**src/rtl/core/hav_pkg.sv**
```systemverilog
// hav_pkg: shared widths, constants and the CORDIC arctangent table
// for the haversine distance unit. No dependencies.
package hav_pkg;

    localparam int F          = 30;
    localparam int STEPS      = 32;
    localparam int DW         = F + 4;            // CORDIC datapath width, signed
    localparam int HALF_W     = 34;               // half-unit angle width, signed
    localparam int RAD_W      = 23;
    localparam int DIST_W     = 35;

    localparam logic signed [HALF_W-1:0] FULL_TURN    = 34'sd7200000000;
    localparam logic signed [HALF_W-1:0] HALF_TURN    = 34'sd3600000000;
    localparam logic signed [HALF_W-1:0] QUARTER_TURN = 34'sd1800000000;

    localparam logic [63:0] PI_Q62    = 64'hC90FDAA22168C235;
    localparam logic [63:0] QPI_Q62   = 64'h3243F6A8885A308D;
    localparam logic [63:0] GAIN_Q62  = 64'd2800459870029452953;
    localparam logic [63:0] DEG_MUL   = (PI_Q62 + 64'd1800000000) / 64'd3600000000;
    localparam logic [DIST_W-1:0] DIST_MAX = '1;

    function automatic logic [63:0] q62_to_q(input logic [63:0] a);
        return (a + (64'd1 << (61 - F))) >> (62 - F);
    endfunction

    function automatic logic [63:0] atan_q62(input int i);
        logic [63:0] sum;
        logic [63:0] t;
        int          sh;
        sum = 64'd0;
        if (i == 0)
            return QPI_Q62;
        for (int k = 0; k < 32; k++)
        begin
            sh = i * (2 * k + 1);
            if (sh <= 62)
            begin
                t = (64'd1 << (62 - sh)) / 64'(2 * k + 1);
                if (k % 2 == 1)
                    sum = sum - t;
                else
                    sum = sum + t;
            end
        end
        return sum;
    endfunction

    function automatic logic signed [DW-1:0] atan_q(input int i);
        return DW'(q62_to_q(atan_q62(i)));
    endfunction

    localparam logic signed [DW-1:0] GAIN_Q = DW'(q62_to_q(GAIN_Q62));

    // rounded half-away product of two QF values (magnitudes kept under 2^33)
    function automatic logic signed [DW-1:0] mulq(input logic signed [DW-1:0] a,
                                                  input logic signed [DW-1:0] b);
        logic [DW-1:0]   ma;
        logic [DW-1:0]   mb;
        logic [2*DW-1:0] p;
        logic [DW-1:0]   r;
        ma = a[DW-1] ? DW'(-a) : DW'(a);
        mb = b[DW-1] ? DW'(-b) : DW'(b);
        p  = ma * mb + ((2*DW)'(1) << (F - 1));
        r  = DW'(p >> F);
        return (a[DW-1] != b[DW-1]) ? -$signed(r) : $signed(r);
    endfunction

    typedef struct packed {
        logic signed [DW-1:0] x;
        logic signed [DW-1:0] y;
        logic signed [DW-1:0] z;
    } cord_t;

endpackage

```
**src/rtl/core/hav_sqrt.sv**
```systemverilog
// hav_sqrt: pipelined restoring square root, one result bit per stage.
// Output is floor(sqrt(v * 2^F)). Depends on hav_pkg.
module hav_sqrt (
    input  logic                  clk,
    input  logic                  en,
    input  logic [hav_pkg::F:0]   v,
    output logic [hav_pkg::F:0]   root
);
    localparam int N  = hav_pkg::F + 1;        // result bits
    localparam int RW = N + 2;
    logic [2*N-1:0] rad_reg  [N+1];
    logic [RW-1:0]  rem_reg  [N+1];
    logic [N-1:0]   root_reg [N+1];

    assign rad_reg[0]  = (2*N)'(v) << hav_pkg::F;
    assign rem_reg[0]  = '0;
    assign root_reg[0] = '0;

    for (genvar j = 0; j < N; j++)
    begin : g_stage
        logic [RW-1:0] rem_next;
        logic [RW-1:0] trial;
        always_comb
        begin
            rem_next = {rem_reg[j][RW-3:0], rad_reg[j][2*N-1 -: 2]};
            trial    = {root_reg[j], 2'b01};
        end
        always_ff @(posedge clk)
        begin
            if (en)
            begin
                rad_reg[j+1] <= rad_reg[j] << 2;
                if (rem_next >= trial)
                begin
                    rem_reg[j+1]  <= rem_next - trial;
                    root_reg[j+1] <= {root_reg[j][N-2:0], 1'b1};
                end
                else
                begin
                    rem_reg[j+1]  <= rem_next;
                    root_reg[j+1] <= {root_reg[j][N-2:0], 1'b0};
                end
            end
        end
    end

    assign root = root_reg[N];
endmodule

```
**config.mk**
```make
export PLATFORM = sky130hd
export DESIGN_NAME = hav_sqrt
export DESIGN_NICKNAME = d
export VERILOG_FILES = /design/src/rtl/core/hav_pkg.sv /design/src/rtl/core/hav_sqrt.sv
export SDC_FILE = /design/constraint.sdc
export NUM_CORES = 2
export LEC_CHECK = 0
export BUFFER_PORTS_ARGS = -buffer_cell sky130_fd_sc_hd__buf_2
export CORE_MARGIN = 2
export CORE_UTILIZATION = 50
export CTS_CLUSTER_DIAMETER = 200
export CTS_CLUSTER_SIZE = 16
export DETAILED_ROUTE_END_ITERATION = 12
export PLACE_DENSITY = 0.66
export SLEW_MARGIN = 0
export SYNTH_ARGS = -nofsm -noshare
export SYNTH_HDL_FRONTEND = slang
export SYNTH_SLANG_ARGS = --single-unit
```
**constraint.sdc**
```tcl
create_clock -name clk -period 5 [get_ports clk]
set_input_delay 1.5 -clock clk [delete_from_list [all_inputs] [get_ports clk]]
set_output_delay 1.5 -clock clk [all_outputs]
set_load 0.03 [all_outputs]
```
# ---- Word level (Yosys, flattened, before mapping)
# Cells that the tools add are included.
dict set report totals {
  register_bits 1637
  inputBits 33
}
dict set report op_classes {
  order_cmp 31
  addsub 30
  mux 61
}
# cell n
set op_table {}
lappend op_table {{$mux 31} 29}
lappend op_table {{$ge 33x10->1} 1}
lappend op_table {{$ge 33x11->1} 1}
lappend op_table {{$ge 33x12->1} 1}
lappend op_table {{$ge 33x13->1} 1}
lappend op_table {{$ge 33x14->1} 1}
lappend op_table {{$ge 33x15->1} 1}
lappend op_table {{$ge 33x16->1} 1}
lappend op_table {{$ge 33x17->1} 1}
lappend op_table {{$ge 33x18->1} 1}
lappend op_table {{$ge 33x19->1} 1}
lappend op_table {{$ge 33x20->1} 1}
lappend op_table {{$ge 33x21->1} 1}
lappend op_table {{$ge 33x22->1} 1}
lappend op_table {{$ge 33x23->1} 1}
lappend op_table {{$ge 33x24->1} 1}
lappend op_table {{$ge 33x25->1} 1}
lappend op_table {{$ge 33x26->1} 1}
lappend op_table {{$ge 33x27->1} 1}
lappend op_table {{$ge 33x28->1} 1}
lappend op_table {{$ge 33x29->1} 1}
lappend op_table {{$ge 33x3->1} 1}
lappend op_table {{$ge 33x30->1} 1}
lappend op_table {{$ge 33x31->1} 1}
lappend op_table {{39 further kinds} 70}

# ---- Depth between registers and ports, before layout
dict set report logic_depth {
  word_depth 2
  ltp_mapped 14
  ltp_nobuf 13
}

# ---- Worst setup path after synthesis
# Ideal clock, no wire load.
dict set report synth_path {
  path_type {flip-flop to flip-flop}
  from {reg rem_reg, in the netlist g_stage[25].rem_next[2]}
  to {reg rem_reg, in the netlist g_stage[26].rem_next[13], data pin}
  arrival_time_ps 3316
  t_required_ps 4740
  stages_incl_launch_ff 11
  path_buffers 1
  path_slack_ps 1424
  setup_time_ps 260
  path_cell_list {edfxtp_1 -> ha_1 -> a211oi_1 -> o21ai_0 -> a2111oi_0 -> nor2_1 -> and3_1 -> o31a_1 -> nor3_1 -> clkbuf_1 -> mux2_2}
}
dict set report synth_between {
  elab_chain_len 2
  word_cells_on_any_way 3
}
# element line
set synth_lines {}
lappend synth_lines {{start: declaration} hav_sqrt.sv:12} ;# logic [RW-1:0] rem_reg [N+1];
lappend synth_lines {{start signal: indexed assignment} hav_sqrt.sv:35} ;# rem_reg[j+1] <= rem_next - trial;
lappend synth_lines {{start signal: indexed assignment} hav_sqrt.sv:40} ;# rem_reg[j+1] <= rem_next;
lappend synth_lines {{$sub 31x27->31 / $ge 33x27->1 (equally long branches)} {hav_sqrt.sv:35, hav_sqrt.sv:33}}
lappend synth_lines {{$mux 31 (*)} hav_sqrt.sv:33} ;# if (rem_next >= trial)
# Mark *: on every way between the ends. The rest lies on a longest branch, timed or not.
# A chain may end at the register's enable or synchronous reset.

# ---- Worst setup path after layout
dict set report layout_path {
  from {reg rem_reg, in the netlist g_stage[6].rem_next[20]}
  to {reg rem_reg, in the netlist g_stage[7].rem_next[22], data pin}
}
dict set report layout_between {
  elab_chain_len 2
  word_cells_on_any_way 3
}
# element line
set layout_lines {}
lappend layout_lines {{$sub 31x8->31 / $ge 33x8->1 (equally long branches)} {hav_sqrt.sv:35, hav_sqrt.sv:33}}
lappend layout_lines {{$mux 31 (*)} hav_sqrt.sv:33}
# Marks and branches as above.

==> run_results.csv <==
group,metric,value,unit
routing,vias,52600,
timing,fin_crit,4150,ps
floorplan,rows,149,
worst_setup_path,cpPeakStageDelay,560,ps
worst_setup_path,crit_required,5520,ps
power,worst_ir_drop_vdd,0.334,mV
layout,area_delta_synth_final,7.70,%
synth,synthCells,7072,
layout,largest_register_ff_count,883,
synth,synthArstFlopShare,0,%
synth,synth_mux_area_share,1.05,%
synth,yosys.area_share.simple,11.5,%
cts,cts_htree_levels,3,
synth,avgSynthCellArea,11.7,µm²
worst_setup_path,crit_type,"register to register",
routing,viasPerCell,5.61,
routing,wl_per_cell,18.3,µm
routing,drc,0,
cts,clock_latency,770,ps
synth,synthXorXnorAreaFrac,6.91,%
outcome,outcome,"completed",
placed_design,dp_hpwl,128,mm
worst_setup_path,crit_chain,"or4_4 -> or3_4 -> or4_1 -> or3_1 -> a2111o_1 -> nor4_4 -> inv_2 -> nand4b_2 -> nor3_1 -> xor2_1",
cts,cts_resized,0,
timing,rsz0062_at_grt,"false",
routing,dr.pass1.iters,8,
cts,path_clk_slew,70,ps
synth,synth_ff_type,"edfxtp_1",
cts,clock_path_buffers,3,
cts,cts_sinks,1589,
synth,synth-compound-area-share,11.7,%
global_route,overflow,0,
routing,routed_wl,171,mm
power,power_density,416,nW/µm²
timing,min_period_over_period,83.0,%
synth,synthAdderAreaFrac,7.88,%
timing,maxSlewViolCount,0,
floorplan,die_y,411,µm
power,power,37.1,mW
timing,fin_worst_skew,83.3,ps
synth,synth_edf_count,1589,
placed_design,placed_cell_area,86400,µm²
layout,final_area,89300,µm²
worst_setup_path,cp.arrival,4670,ps
layout,antennaDiodeCount,0,
timing,worst_pin_slew,1200,ps
global_route,grt_pass1_wl,273,mm
synth,synth_top_family_by_area,"compound AO/OA/AOI/OAI gates",
floorplan,core_area,165000,µm²
timing,finalSetupViolCount,0,
flow_run,maxCapViolations,0,
global_route,grt_max_degree,136,
power,p_leak,34.5,nW
placed_design,port_buffers,63,
cts,tritoncts,"yes",
floorplan,initial_core_util,50.3,%
cts,cts_root_buffer,"clkbuf_16",
floorplan,ios,64,
layout,drive_gt1_share,5.68,%
floorplan,die_x,411,µm
synth,syn_area,82900,µm²
synth,synth-seq-cells,1589,
cts,ctsHoldBuffers,0,
worst_setup_path,start_kind,"register",
worst_setup_path,slowest_stage,"or4_4",
global_route,grt_usage,20.1,%
synth,yosysUniqueCellTypes,91,
timing,slew_headroom,19.0,%
synth,yosysSeqAreaShare,57.5,%
cts,cts_setup_buffers,0,
synth,synth_warnings,0,
routing,drt_iter0_markers,3983,
timing,clock.fmax,241,MHz
routing,ant_nets,0,
worst_hold_path,hold_class,"register to register",
worst_setup_path,cp_max_fo,12,
floorplan,dieArea,169000,µm²
global_route,antenna_found_initial,1,
cts,cts_buffers,109,
synth,synth_nets,7619,
timing,final.setup.tns,0,ps
worst_setup_path,end_kind,"register",
timing,hold_violations,0,
layout,final_nets,7739,
placed_design,routabilityCongestion,0.895,
global_route,grt_pass1_vias,51500,
-- path summary, 6_finish.rpt --
check	cells past startpoint	from	end	slack [ps]
setup / recovery	10	g_stage[6].rem_next[20]	g_stage[7].rem_next[22]	850
hold / removal	0	rad_reg[1724]	rad_reg[1664]	420
setup reg to reg	10	g_stage[6].rem_next[20]	g_stage[7].rem_next[22]	850
hold reg to reg	0	rad_reg[1724]	rad_reg[1664]	420
-- metrics by stage --
stage	utilization, %	std cells	hold slack [ps]	worst slack [ps]
4_1_cts	54.2	9387	416	852
3_3_place_gp	52.4	9270	401	915
3_5_place_dp	52.4	9270	405	850
5_1_grt	54.2	9387	424	402
2_1_floorplan	-	7072	400	1420
6_report	54.2	9387	418	849
-- per-layer routing --
layer	global-route usage, %	up-vias	share of wire [%]	wire, µm
met2	35.8	988	50	86300
met4	6.68	0	3.4	5800
met1	25.3	25300	43	73700
met3	2.32	304	3.2	5540
li1	-	26100	-	-
met5	0	-	0	0
-- layout make-up --
cell class	instances	area, µm²
inverters	647	2430
well taps	2189	2740
clock buffers	109	2730
fillers	14000	75500
repair buffers	133	1130
multi-input cells	4712	32400
flip-flops and latches	1589	47700
clock inverters	8	199
-- cells by family (layout without fill, tap and decap cells) --
logic type | after synthesis | count (layout)
buffers and inverters | 771 | 897
XOR/XNOR | 654 | 654
AO/OA/AOI/OAI | 1555 | 1555
other | 1 | 1
adder cells (fa/ha/maj) | 514 | 514
AND/OR/NAND/NOR | 1910 | 1910
flip-flops | 1589 | 1589
multiplexers | 78 | 78
-- cells in the final DEF (no fill, tap or decap), types with 63 or more instances in the layout --
cell type     n
edfxtp_1   1589
ha_1        500
a21oi_1     449
o31ai_1      63
xnor2_1     318
nand3_1     106
nor4_1      103
o21ai_0     437
o21a_1      105
nor3_1      182
nand2_1     489
nor2_1      468
mux2_2       69
xor2_1      336
inv_1       641
nor2b_1      74
or3_1        89
a21o_1      169
nand2b_1     91
clkbuf_16   109
-- where the power goes --
part / switching (mW) / internal [mW]
clock: 4.35 / 3.90
combinational: 5.78 / 4.36
sequential: 1.44 / 17.3
-- cell usage after synthesis, drive strengths merged (9+ instances only) --
| cell | instances | area (µm²) |
|---|---|---|
| xnor2 | 318 | 2790 |
| buf | 14 | 63.8 |
| a31oi | 26 | 163 |
| nand3 | 106 | 531 |
| nand4b | 23 | 208 |
| nand2 | 489 | 1840 |
| mux2i | 9 | 90.1 |
| inv | 644 | 2420 |
| a221oi | 10 | 87.6 |
| or2 | 35 | 219 |
| or3 | 90 | 568 |
| o31a | 12 | 105 |
| a21oi | 451 | 2260 |
| fa | 14 | 280 |
| a311oi | 9 | 78.8 |
| o211ai | 19 | 143 |
| xor2 | 336 | 2940 |
| nor2b | 74 | 463 |
| and2 | 28 | 175 |
| mux2 | 69 | 777 |
| nor2 | 468 | 1760 |
| nand4 | 55 | 344 |
| and3 | 32 | 200 |
| nor3 | 186 | 936 |
| o21ai | 440 | 2200 |
| a2111oi | 12 | 105 |
| nor3b | 12 | 90.1 |
| o41ai | 12 | 105 |
| ha | 500 | 6260 |
| or4 | 58 | 439 |
| edfxtp | 1589 | 47700 |
| a21boi | 25 | 188 |
| o31ai | 63 | 473 |
| o21a | 105 | 788 |
| nor4 | 107 | 697 |
| a211o | 21 | 184 |
| nand2b | 91 | 569 |
| a21o | 169 | 1270 |
| a31o | 17 | 149 |
| nand3b | 18 | 139 |
| o21bai | 48 | 360 |
| clkbuf | 110 | 413 |
| a211oi | 39 | 293 |
-- critical path, delay by kind of cell (launching register included) --
family / cells / cell delay, ps
flip-flops: 1 / 430
AO/OA/AOI/OAI: 1 / 430
buffers and inverters: 1 / 240
AND/OR/NAND/NOR: 7 / 2640
XOR/XNOR: 1 / 150
Note: power is estimated with default switching activity, not from simulation.
