==> config.mk <==
export PLATFORM = sky130hd
export DESIGN_NAME = hav_cell
export DESIGN_NICKNAME = d
export VERILOG_FILES = /design/src/rtl/core/hav_pkg.sv /design/src/rtl/core/hav_cell.sv
export SDC_FILE = /design/constraint.sdc
export NUM_CORES = 1
export LEC_CHECK = 0
export CAP_MARGIN = 20
export CELL_PAD_IN_SITES_DETAIL_PLACEMENT = 0
export CELL_PAD_IN_SITES_GLOBAL_PLACEMENT = 1
export CORE_MARGIN = 5
export CORE_UTILIZATION = 53
export CTS_CLUSTER_SIZE = 25
export DETAILED_ROUTE_END_ITERATION = 8
export DONT_BUFFER_PORTS = 1
export PLACE_DENSITY = 0.86
export SLEW_MARGIN = 30
export SYNTH_ARGS = -nofsm -noshare
export SYNTH_HDL_FRONTEND = slang
export SYNTH_SLANG_ARGS = --single-unit
==> constraint.sdc <==
create_clock -name clk -period 7.3 [get_ports clk]
set_clock_uncertainty 0.05 [all_clocks]
set_input_delay 0 -clock clk [delete_from_list [all_inputs] [get_ports clk]]
set_output_delay 0 -clock clk [all_outputs]
set_load 0.05 [all_outputs]
==> src/rtl/core/hav_pkg.sv <==
// hav_pkg: shared widths, constants and the CORDIC arctangent table
// for the haversine distance unit. No dependencies.
package hav_pkg;

    localparam int F          = 30;
    localparam int STEPS      = 32;
    localparam int DW         = F + 4;            // CORDIC datapath width, signed
    localparam int HALF_W     = 34;               // half-unit angle width, signed
    localparam int RAD_W      = 23;
    localparam int DIST_W     = 35;

    localparam logic signed [HALF_W-1:0] FULL_TURN    = 34'sd7200000000;
    localparam logic signed [HALF_W-1:0] HALF_TURN    = 34'sd3600000000;
    localparam logic signed [HALF_W-1:0] QUARTER_TURN = 34'sd1800000000;

    localparam logic [63:0] PI_Q62    = 64'hC90FDAA22168C235;
    localparam logic [63:0] QPI_Q62   = 64'h3243F6A8885A308D;
    localparam logic [63:0] GAIN_Q62  = 64'd2800459870029452953;
    localparam logic [63:0] DEG_MUL   = (PI_Q62 + 64'd1800000000) / 64'd3600000000;
    localparam logic [DIST_W-1:0] DIST_MAX = '1;

    function automatic logic [63:0] q62_to_q(input logic [63:0] a);
        return (a + (64'd1 << (61 - F))) >> (62 - F);
    endfunction

    function automatic logic [63:0] atan_q62(input int i);
        logic [63:0] sum;
        logic [63:0] t;
        int          sh;
        sum = 64'd0;
        if (i == 0)
            return QPI_Q62;
        for (int k = 0; k < 32; k++)
        begin
            sh = i * (2 * k + 1);
            if (sh <= 62)
            begin
                t = (64'd1 << (62 - sh)) / 64'(2 * k + 1);
                if (k % 2 == 1)
                    sum = sum - t;
                else
                    sum = sum + t;
            end
        end
        return sum;
    endfunction

    function automatic logic signed [DW-1:0] atan_q(input int i);
        return DW'(q62_to_q(atan_q62(i)));
    endfunction

    localparam logic signed [DW-1:0] GAIN_Q = DW'(q62_to_q(GAIN_Q62));

    // rounded half-away product of two QF values (magnitudes kept under 2^33)
    function automatic logic signed [DW-1:0] mulq(input logic signed [DW-1:0] a,
                                                  input logic signed [DW-1:0] b);
        logic [DW-1:0]   ma;
        logic [DW-1:0]   mb;
        logic [2*DW-1:0] p;
        logic [DW-1:0]   r;
        ma = a[DW-1] ? DW'(-a) : DW'(a);
        mb = b[DW-1] ? DW'(-b) : DW'(b);
        p  = ma * mb + ((2*DW)'(1) << (F - 1));
        r  = DW'(p >> F);
        return (a[DW-1] != b[DW-1]) ? -$signed(r) : $signed(r);
    endfunction

    typedef struct packed {
        logic signed [DW-1:0] x;
        logic signed [DW-1:0] y;
        logic signed [DW-1:0] z;
    } cord_t;

endpackage

==> src/rtl/core/hav_cell.sv <==
// hav_cell: one registered CORDIC micro-rotation, rotation or vectoring mode.
// Depends on hav_pkg.
module hav_cell #(
    parameter int SHIFT  = 0,
    parameter bit VECTOR = 1'b0
) (
    input  logic          clk,
    input  logic          en,
    input  hav_pkg::cord_t d,
    output hav_pkg::cord_t q
);
    localparam logic signed [hav_pkg::DW-1:0] A = hav_pkg::atan_q(SHIFT);
    hav_pkg::cord_t q_next;
    hav_pkg::cord_t q_reg;
    logic           pos;

    always_comb
    begin
        pos = VECTOR ? (d.y > 0) : (d.z >= 0);
        if (pos == !VECTOR)
        begin
            q_next.x = d.x - (d.y >>> SHIFT);
            q_next.y = d.y + (d.x >>> SHIFT);
            q_next.z = d.z - A;
        end
        else
        begin
            q_next.x = d.x + (d.y >>> SHIFT);
            q_next.y = d.y - (d.x >>> SHIFT);
            q_next.z = d.z + A;
        end
    end

    always_ff @(posedge clk)
    begin
        if (en)
            q_reg <= q_next;
    end

    assign q = q_reg;
endmodule

-- Yosys cells after proc, flatten, opt, wreduce, memory -nomap -nowiden
Cells that the tools add are included.
- input bits: 104
- register bits: 102
- add/subtract/negate cells: 5
- order comparisons: 1
- multiplexer cells: 1
- operators by type and width (cell ; count):
    $mux 102 ; 1
    $sub 34x34->34 ; 2
    $add 34x31->34 const B ; 1
    $add 34x34->34 ; 1
    $ge 34x1->1 const B ; 1
    $sub 34x31->34 const B ; 1

-- Logic depth before layout (Yosys ltp)
Gate-level depths: netlist (run 1).
- depth in word-level cells: 2
- depth in mapped cells: 21

-- Worst setup path after synthesis (run 1)
No wires, ideal clock.
- kind: input-to-reg
- start: in d[33] (netlist name)
- end: reg q_reg (netlist bit q[29]), data pin
- slack: 2.841 ns
- stages: 21
- library setup time: 0.261 ns
- arrival time: 4.148 ns
- cells stage by stage: inv_1 > ha_1 > nor4b_1 > nand4_1 > nor4_1 > and4_1 > nand2b_1 > buf_2 > inv_2 > buf_2 > buf_1 > ha_1 > a211oi_2 > o21bai_1 > a221o_1 > a21o_1 > a221o_1 > or3_4 > a31oi_4 > o21ai_2 > xor2_1
- RTL lines (what ; line ; RTL):
    start: declaration ; hav_cell.sv:9 ; input hav_pkg::cord_t d,
    end signal: assignment ; hav_cell.sv:37 ; q_reg <= q_next;
    end: declaration ; hav_cell.sv:14 ; hav_pkg::cord_t q_reg;

==> results of run 1 <==
-- area by class of cell --
type	count	area [um^2]
clock buffers	10	229
clock inverters	6	85.1
fillers	1836	8390
inverters	115	432
multi-input cells	980	6930
flip-flops and latches	101	3030
well taps	265	332
repair buffers	14	153
-- final timing paths --
kind    from              end  slack (ps)
max    d[33]  q[29]$_DFFE_PP_        2710
min   d[101]  q[67]$_DFFE_PP_         -20
-- per-stage QoR --
step / total power (W) / hold slack [ps] / setup WS [ps]
3_5_place_dp: 0.00185 / 68.0 / 2380
5_1_grt: 0.00252 / 19.8 / 2550
2_1_floorplan: 0.00168 / 62.5 / 2840
3_3_place_gp: 0.00185 / 68.7 / 2470
4_1_cts: 0.00241 / 2.49 / 2740
6_report: 0.00240 / -22.5 / 2710
-- metal layers --
metal	up-vias	routed length, um
li1	4457	-
met1	4403	13500
met2	450	14000
met3	61	2800
met4	0	959
met5	-	0
-- placed cells by master, fill, tap and decap left out, types with 15 or more instances in the layout --
master,count
a21o_1,39
a31oi_1,18
nand3_1,17
inv_1,113
xnor2_1,74
o21bai_1,34
nand2_1,64
ha_1,132
a211oi_1,15
edfxtp_1,101
o21ai_0,81
a21oi_1,139
xor2_1,17
nor3_1,22
nor2_1,109
nand2b_1,25
-- power by group through the flow --
| stage | clock network [W] | logic (W) | registers (W) |
|---|---|---|---|
| finish | 0.000533 | 0.000708 | 0.00116 |
| global route | 0.000569 | 0.000780 | 0.00117 |
| CTS | 0.000545 | 0.000699 | 0.00116 |
| detailed placement | 0 | 0.000676 | 0.00118 |
| global placement | 0 | 0.000677 | 0.00118 |
| floorplan | 0 | 0.000527 | 0.00115 |
-- kinds of logic after synthesis --
group | share of synthesized area
compound gates | 0.257
xor+xnor | 0.0751
fa+ha+maj | 0.163
buf+inv | 0.0610
flops | 0.286
mux | 0.0105
simple gates | 0.148
-- repair_timing --
item	4_1_cts	5_1_grt
hold buffers	12	0
endpoints found under the hold margin	111	0
endpoints found under the setup margin	0	0
==> metrics.txt, run 1 <==
PortBufs=0; Crit Path Class=input port to flop; starting density of the core=0.542; Yosys cell types=74; CP max stage cell=buf_4; CTS resizes=0; clock share of power=0.222; maxcap violations=0; grt peak-use layer=met2; initial antenna violation count=0; Sw Ratio=0.437; All-Layer GR Usage=0.265; P_leak=4.68 nW; Switching Power=0.00105 W; vias per inst=6.29; outcome=complete, but fails checks; Area contributors post-synth=edfxtp_1 29%, ha_1 16%, a21oi_1 6.6%; CTS buffer count=9; Max IR drop VDD=0.108 mV; failing checks=negative hold slack; Largest register FFs=101; GR Util met3=0.0443; core area=19,600 um^2; wire per inst=20.9 um; slowest stage delay, CP=700 ps; Reg power frac=0.484; Post-CTS Setup Inserts=0; Area Overhead vs Synth=5.52%; share of flip-flops with an asynchronous set or reset=0; met1 Use GR=0.366; Placer Congestion=0.929; Critical Path Source Type=input port; Crit path required time=7360 ps; CTS tree=done; CP top delay family=simple AND/OR/NAND/NOR gates; Seq cells post-synth=101; worst min path class=input port to flop; Final Setup Violations=0; Core Rows=51; dpl cells=1,463; Cell Pwr Density=215 nW/um^2; CP cell instances=inv_1, ha_1, nor4b_1, nand4_1, nor4_1, and4_1, nand2b_2, buf_4, ha_1, and3_1, and3_1, a211oi_2, a311oi_2, a221o_1, or3_4, a31oi_4, o21ai_2, xor2_1; WHS=-22.5 ps; Post-route DRC=0; max_slew headroom=0.352; Avg Cell Area, Syn=8.52 um^2; Finished Cell Area=11,200 um^2; H-tree depth=3; Crit path depth=18; sequential area share after synthesis=0.286; Period minus WS final=4590 ps; RSZ-0062 raised after global routing=false; Post-DP Area=10,700 um^2; synth warn=0; Int Pwr=0.00135 W; final period utilization=0.629; met2 Usage GRT=0.422; mapped cell area=10,600 um^2; cell count after synthesis=1,245; Die ar.=23,000 um^2; detailed-route via count=9,371; Post-Syn Nets=1,485; hold depth=2; Max Fclk=218 MHz; Inserted Diodes=0; total global routing overflow=0; largest net degree at the start of global routing=102; top-area cell type share of the netlist area=0.286; drt first pass iters=8; Clock Path Buffers=2; Final ANT Viol Nets=0; dominant cell by count in the synthesized netlist=a21oi_1; Num Clock Sinks=101; worst path bufs/invs=2; final wirelength=31,200 um; global-route wire length before repair=47,900 um; Hold Vio Cnt, Final=2; Nets=1,461; Comb pwr share=0.295; Finished Layout Cells=1,491; Die Ht=151 um; Max FO, Critical Path=77; I/O Pins=206; DP HPWL=24,300 um; number of synthesized flops with an enable pin=101; post-route setup TNS=0 ps; CTS root buf=clkbuf_16; Die Width=151 um; Synth Flop Type=edfxtp_1; Worst-Margin Slew=966 ps; most frequent cells after synthesis=139 x a21oi_1, 132 x ha_1, 113 x inv_1, 109 x nor2_1, 101 x edfxtp_1; Critical Path Sink Type=flop; Final Max Slew Viols=0; fraction of layout cells with a size suffix above 1=0.0326; Clock Pin Slew Worst Setup and Hold Paths=80 ps; Critical Path AT=4650 ps; number of global-route vias before repair=8,968; Final Core Density=0.572; Synth area leader=edfxtp_1; initial DRC count=728
Note: power is estimated with default switching activity, not from simulation.
==> run 2: changes to the inputs <==
- CORE_UTILIZATION: 53 -> 44
- PLACE_DENSITY: 0.86 -> 0.76
- clock period: 7.3 -> 4 ns (I/O delays scaled with it)
==> run 2 against run 1 <==
The flow now finishes without violations. Utilization fell by 7.4 points. Via count rose by 1.5%. Sequential cell count did not move. Routed wire length rose by 5.2%. Largest cell class unchanged.
==> metrics.txt, run 2 (synthesis gave the netlist of run 1 again) <==
Finished Cell Area=11,800 um^2 (+5.0%); Critical Path Source Type=input port; outcome=complete, no violations; P_leak=4.97 nW (+6.3%); Worst-Margin Slew=893 ps (-72.3 ps); CTS root buf=clkbuf_16; Clock Pin Slew Worst Setup and Hold Paths=70 ps (about the same); Placer Congestion=0.933 (+0.33%); leading cell type in the layout, fill and taps excluded=a21oi_1; Crit path required time=4050 ps (-3310 ps); vias per inst=5.92 (-5.8%); grt peak-use layer=met2; met2 Usage GRT=0.386 (-0.0362); Max IR drop VDD=0.241 mV (+120%); Clock Path Buffers=2 (unchanged); total global routing overflow=0 (unchanged); largest net degree at the start of global routing=102 (unchanged); Final Max Slew Viols=0 (unchanged); wire per inst=20.5 um (-2.4%); worst min path class=input port to flop; fraction of layout cells with a size suffix above 1=0.0847 (+0.0521); Crit Path Class=input port to flop; commonest cells after routing, fill and taps aside=139 x a21oi_1, 129 x ha_1, 113 x inv_1; Max Fclk=265 MHz; Fillers=2,269 (+24%); All-Layer GR Usage=0.234 (-0.0315); number of global-route vias before repair=9,074 (+1.2%); Largest register FFs=101 (unchanged); Cell Pwr Density=380 nW/um^2 (+77%); initial antenna violation count=0 (unchanged); Hold Vio Cnt, Final=0 (-2); Post-route DRC=0 (unchanged); drt first pass iters=5 (-3); met1 Use GR=0.325 (-0.0410); Critical Path Sink Type=flop; I/O Pins=206 (unchanged); PortBufs=0 (unchanged); hold depth=2 (unchanged); Die ar.=27,300 um^2 (+19%); detailed-route via count=9,511 (+1.5%); final wirelength=32,800 um (+5.2%); Period minus WS final=3770 ps; initial DRC count=915 (+26%); Final Core Density=0.498 (-0.0736); Die Ht=165 um (+9.1%); H-tree depth=3 (unchanged); Post-CTS Setup Inserts=0 (unchanged); final period utilization=0.942; Pwr Total=0.00447 W (+86%); Final Setup Violations=0 (unchanged); starting density of the core=0.449 (-0.0923); Die Width=165 um (+9.1%); global-route wire length before repair=50,300 um (+5.1%); Num Clock Sinks=101 (unchanged); Max FO, Critical Path=16 (-79%); maxcap violations=0 (unchanged); max_slew headroom=0.406 (+0.0533); RSZ-0062 raised after global routing=false; GR Util met3=0.0414 (-0.00287); core area=23,600 um^2 (+21%); CTS buffer count=9 (unchanged); post-route setup TNS=0 ps (unchanged); DP HPWL=26,200 um (+7.7%); Core Rows=56 (+9.8%); Critical Path AT=3820 ps (-830 ps); Nets=1,522 (+4.2%); Final ANT Viol Nets=0 (unchanged); Area Overhead vs Synth=10.8%; Post-DP Area=11,300 um^2 (+5.4%); CTS tree=done; Inserted Diodes=0 (unchanged)
==> run 2: path summary, 6_finish.rpt <==
path / slack, ps / from / to
min: 2 / d[67] / q[67]$_DFFE_PP_
max: 230 / d[33] / q[29]$_DFFE_PP_
==> run 2: layer usage <==
layer / up-vias / routed length [um]
li1: 4585 / -
met1: 4544 / 14900
met2: 358 / 15200
met3: 24 / 2390
met4: 0 / 384
met5: - / 0
==> run 2: worst max-delay path, cell delays in order <==
cell and delay, ps:
inv_1 50, ha_1 170, nor4b_1 240, nand4_1 110, nor4_1 240, buf_4 150
and4_1 200, nand2b_2 160, inv_2 180, ha_4 280, a211oi_2 210, o21bai_1 130
a221o_1 340, a21o_1 170, a221o_1 400, or3_4 360, a31oi_4 180, o21ai_2 70
xor2_1 150
==> run 2: power by group <==
group	internal (W)	leakage (nW)	switching, W	total (W)
registers	0.00142	0.989	0.000702	0.00213
clock network	0.000547	0.151	0.000420	0.000967
logic	0.000561	3.83	0.000818	0.00138
total	0.00253	4.97	0.00194	0.00447
==> run 2: layout make-up <==
class	instances	area [um^2]	share of cell area
clock buffer	9	225	0.0192
multi-input combinational	980	6980	0.593
clock inverter	7	88.8	0.00756
tap	319	399	0.0339
sequential	101	3030	0.258
timing repair buffer	75	603	0.0513
inverter	115	432	0.0367
==> run 2: stage by stage <==
| step | hold WS [ps] | instances | setup slack (ps) |
|---|---|---|---|
| 2_1_floorplan | 62.5 | 1245 | 29.3 |
| 3_3_place_gp | 69.8 | 1581 | -90.2 |
| 3_5_place_dp | 69.2 | 1581 | -138 |
| 4_1_cts | 1.47 | 1606 | 236 |
| 5_1_grt | 8.48 | 1606 | 21.1 |
| 6_report | 2.11 | 1606 | 232 |
==> run 2: repair_timing <==
item / CTS / global route
hold buffers: 9 / 0
gates resized for setup: 0 / 1
hold endpoints to repair: 109 / 0
setup endpoints to repair: 0 / 2
==> run 3: changes to the inputs <==
--- a/config.mk
+++ b/config.mk
@@ -15,5 +15,5 @@
 export DONT_BUFFER_PORTS = 1
 export PLACE_DENSITY = 0.76
-export SLEW_MARGIN = 30
+export SLEW_MARGIN = 25
 export SYNTH_ARGS = -nofsm -noshare
 export SYNTH_HDL_FRONTEND = slang
==> constraint.sdc (replaced) <==
create_clock -name clk -period 4 [get_ports clk]
set_clock_uncertainty 0.05 [all_clocks]
set_input_delay 0.4 -clock clk [delete_from_list [all_inputs] [get_ports clk]]
set_output_delay 0.4 -clock clk [all_outputs]
set_load 0.05 [all_outputs]
==> run 3 against run 2 <==
The flow now finishes with violations (negative setup slack). Highest routed layer unchanged. Non-clock buffer count grew 34. Combinational power grew 4%. Sequential cell count is the same. Critical path depth grew 1. Critical path type unchanged.
==> metrics.txt, run 3 (synthesis gave the netlist of run 1 again) <==
CTS buffer count=9 (unchanged); PortBufs=0 (unchanged); All-Layer GR Usage=0.237 (+0.00364); initial DRC count=725 (-21%); starting density of the core=0.449 (unchanged); WHS=111 ps (+109 ps); hold depth=0 (-2); Crit path required time=4050 ps (about the same); final period utilization=1.00 (+0.0599); fraction of layout cells with a size suffix above 1=0.137 (+0.0522); CP Launch Point=d[33]; Placer Congestion=0.914 (-2.0%); Clock Pin Slew Worst Setup and Hold Paths=70 ps (about the same); commonest cells after routing, fill and taps aside=138 x a21oi_1, 122 x ha_1, 111 x inv_1; post-route setup TNS=-7.75 ps (-7.75 ps); final wirelength=33,400 um (+1.7%); Area Overhead vs Synth=15.3%; Final Setup Violations=1 (+1); Die Width=165 um (unchanged); maxcap violations=0 (unchanged); largest net degree at the start of global routing=102 (unchanged); max_slew headroom=0.408 (+0.00241); DP HPWL=26,500 um (+1.2%); vias per inst=5.85 (-1.2%); CTS tree=done; HP Start=en; number of global-route vias before repair=9,368 (+3.2%); core area=23,600 um^2 (unchanged); initial antenna violation count=0 (unchanged); Final Core Density=0.518 (+0.0201); Worst-Margin Slew=890 ps (-3.62 ps); Post-route DRC=0 (unchanged); Hold Vio Cnt, Final=0 (unchanged); Critical Path Source Type=input port; Cell Pwr Density=362 nW/um^2 (-4.9%); Final ANT Viol Nets=0 (unchanged); Critical Path AT=4060 ps (+240 ps); global-route wire length before repair=51,300 um (+1.9%); I/O Pins=206 (unchanged); failing checks=negative setup slack; drt first pass iters=5 (unchanged); P_leak=5.16 nW (+3.7%); Max FO, Critical Path=6 (-10); Num Clock Sinks=101 (unchanged); wire per inst=20.4 um (-0.44%); Die ar.=27,300 um^2 (unchanged); outcome=complete, but fails checks; Core Rows=56 (unchanged); worst min path class=input port to flop; Critical Path Sink Type=flop; Die Ht=165 um (unchanged); Max Fclk=250 MHz (-6.0%); total global routing overflow=0 (unchanged); Inserted Diodes=0 (unchanged); RSZ-0062 raised after global routing=true; hold buffers post-CTS=0 (-9); Period minus WS final=4010 ps (+239 ps); Max IR drop VDD=0.186 mV (-23%); Largest register FFs=101 (unchanged); Worst Slack Setup Final=-7.75 ps (-239 ps); detailed-route via count=9,597 (+0.90%); leading cell type in the layout, fill and taps excluded=a21oi_1; Final Max Slew Viols=0 (unchanged); H-tree depth=3 (unchanged); Nets=1,557 (+2.3%); CTS root buf=clkbuf_16; Clock Path Buffers=2 (unchanged); Crit Path Class=input port to flop; Min-Delay Endpoint=q[44]$_DFFE_PP_
[run 3: changes by cell type in the layout (fill, tap and decap cells not counted), sizes merged]
| cell | previous run | this run |
|---|---|---|
| buf | 67 | 109 |
| dlygate4sd3 | 8 | 0 |
| bufinv | 2 | 0 |
| inv | 116 | 118 |
| clkbuf | 9 | 10 |
[run 3: worst max-delay path, stage by stage]
cell	delay [ps]
clkinv_8	20
ha_4	120
nor4b_4	180
nand4_1	120
nor4_2	300
buf_4	150
and4_1	180
nand2b_4	250
buf_12	150
ha_4	200
buf_4	150
nand2_1	110
nor3_2	60
a221o_1	300
a21o_1	180
a221o_1	360
or3_4	350
a31oi_4	210
o21ai_2	80
xor2_1	160
[run 3: metal layers]
| metal | global-route usage | vias to the layer above | share of wire |
|---|---|---|---|
| met4 | 0.0514 | 0 | 0.017 |
| met2 | 0.393 | 355 | 0.46 |
| met1 | 0.327 | 4551 | 0.45 |
| met3 | 0.0392 | 32 | 0.076 |
| met5 | 0 | - | 0 |
| li1 | - | 4659 | - |
[run 3: stage by stage]
stage	instance area [um^2]	setup slack (ps)	instances	power [W]
final	12200	-7.75	1641	0.00442
after global routing	12200	-170	1641	0.00465
after CTS	12100	-26.5	1639	0.00441
after detailed placement	11700	-518	1615	0.00353
after global placement	11700	-420	1615	0.00353
after floorplan	10800	-268	1245	0.00308
[run 3: repair_timing]
action | CTS | global route
resized for setup | 11 | 34
endpoints found under the setup margin | 6 | 14
gates cloned | 1 | 0
pin swaps | 2 | 18
setup buffers | 7 | 2
[run 3: final cells by class]
cell class / count / area [um^2]
Clock buffer: 10 / 229
Clock inverter: 6 / 43.8
Fill cell: 2296 / 11400
Inverter: 115 / 459
Multi-Input combinational cell: 980 / 7210
Sequential cell: 101 / 3030
Tap cell: 319 / 399
Timing Repair Buffer: 109 / 855
Timing Repair inverter: 1 / 6.26
[run 3: how the worst max path moves through the flow]
| stage | slack [ps] | endpoint | depth (start not counted) |
|---|---|---|---|
| after CTS | -30 | q[29]$_DFFE_PP_ | 19 |
| after global placement | -420 | q[32]$_DFFE_PP_ | 21 |
| final | -8 | q[29]$_DFFE_PP_ | 20 |
| after floorplan | -270 | q[29]$_DFFE_PP_ | 18 |
| after detailed placement | -520 | q[29]$_DFFE_PP_ | 19 |
| after global routing | -170 | q[29]$_DFFE_PP_ | 19 |
[run 3: power breakdown]
part	total, W	leakage, nW	internal [W]	switching (W)
registers	0.00213	0.989	0.00142	0.000704
logic	0.00144	4.03	0.000612	0.000829
clock network	0.000854	0.134	0.000428	0.000426
total	0.00442	5.16	0.00246	0.00196
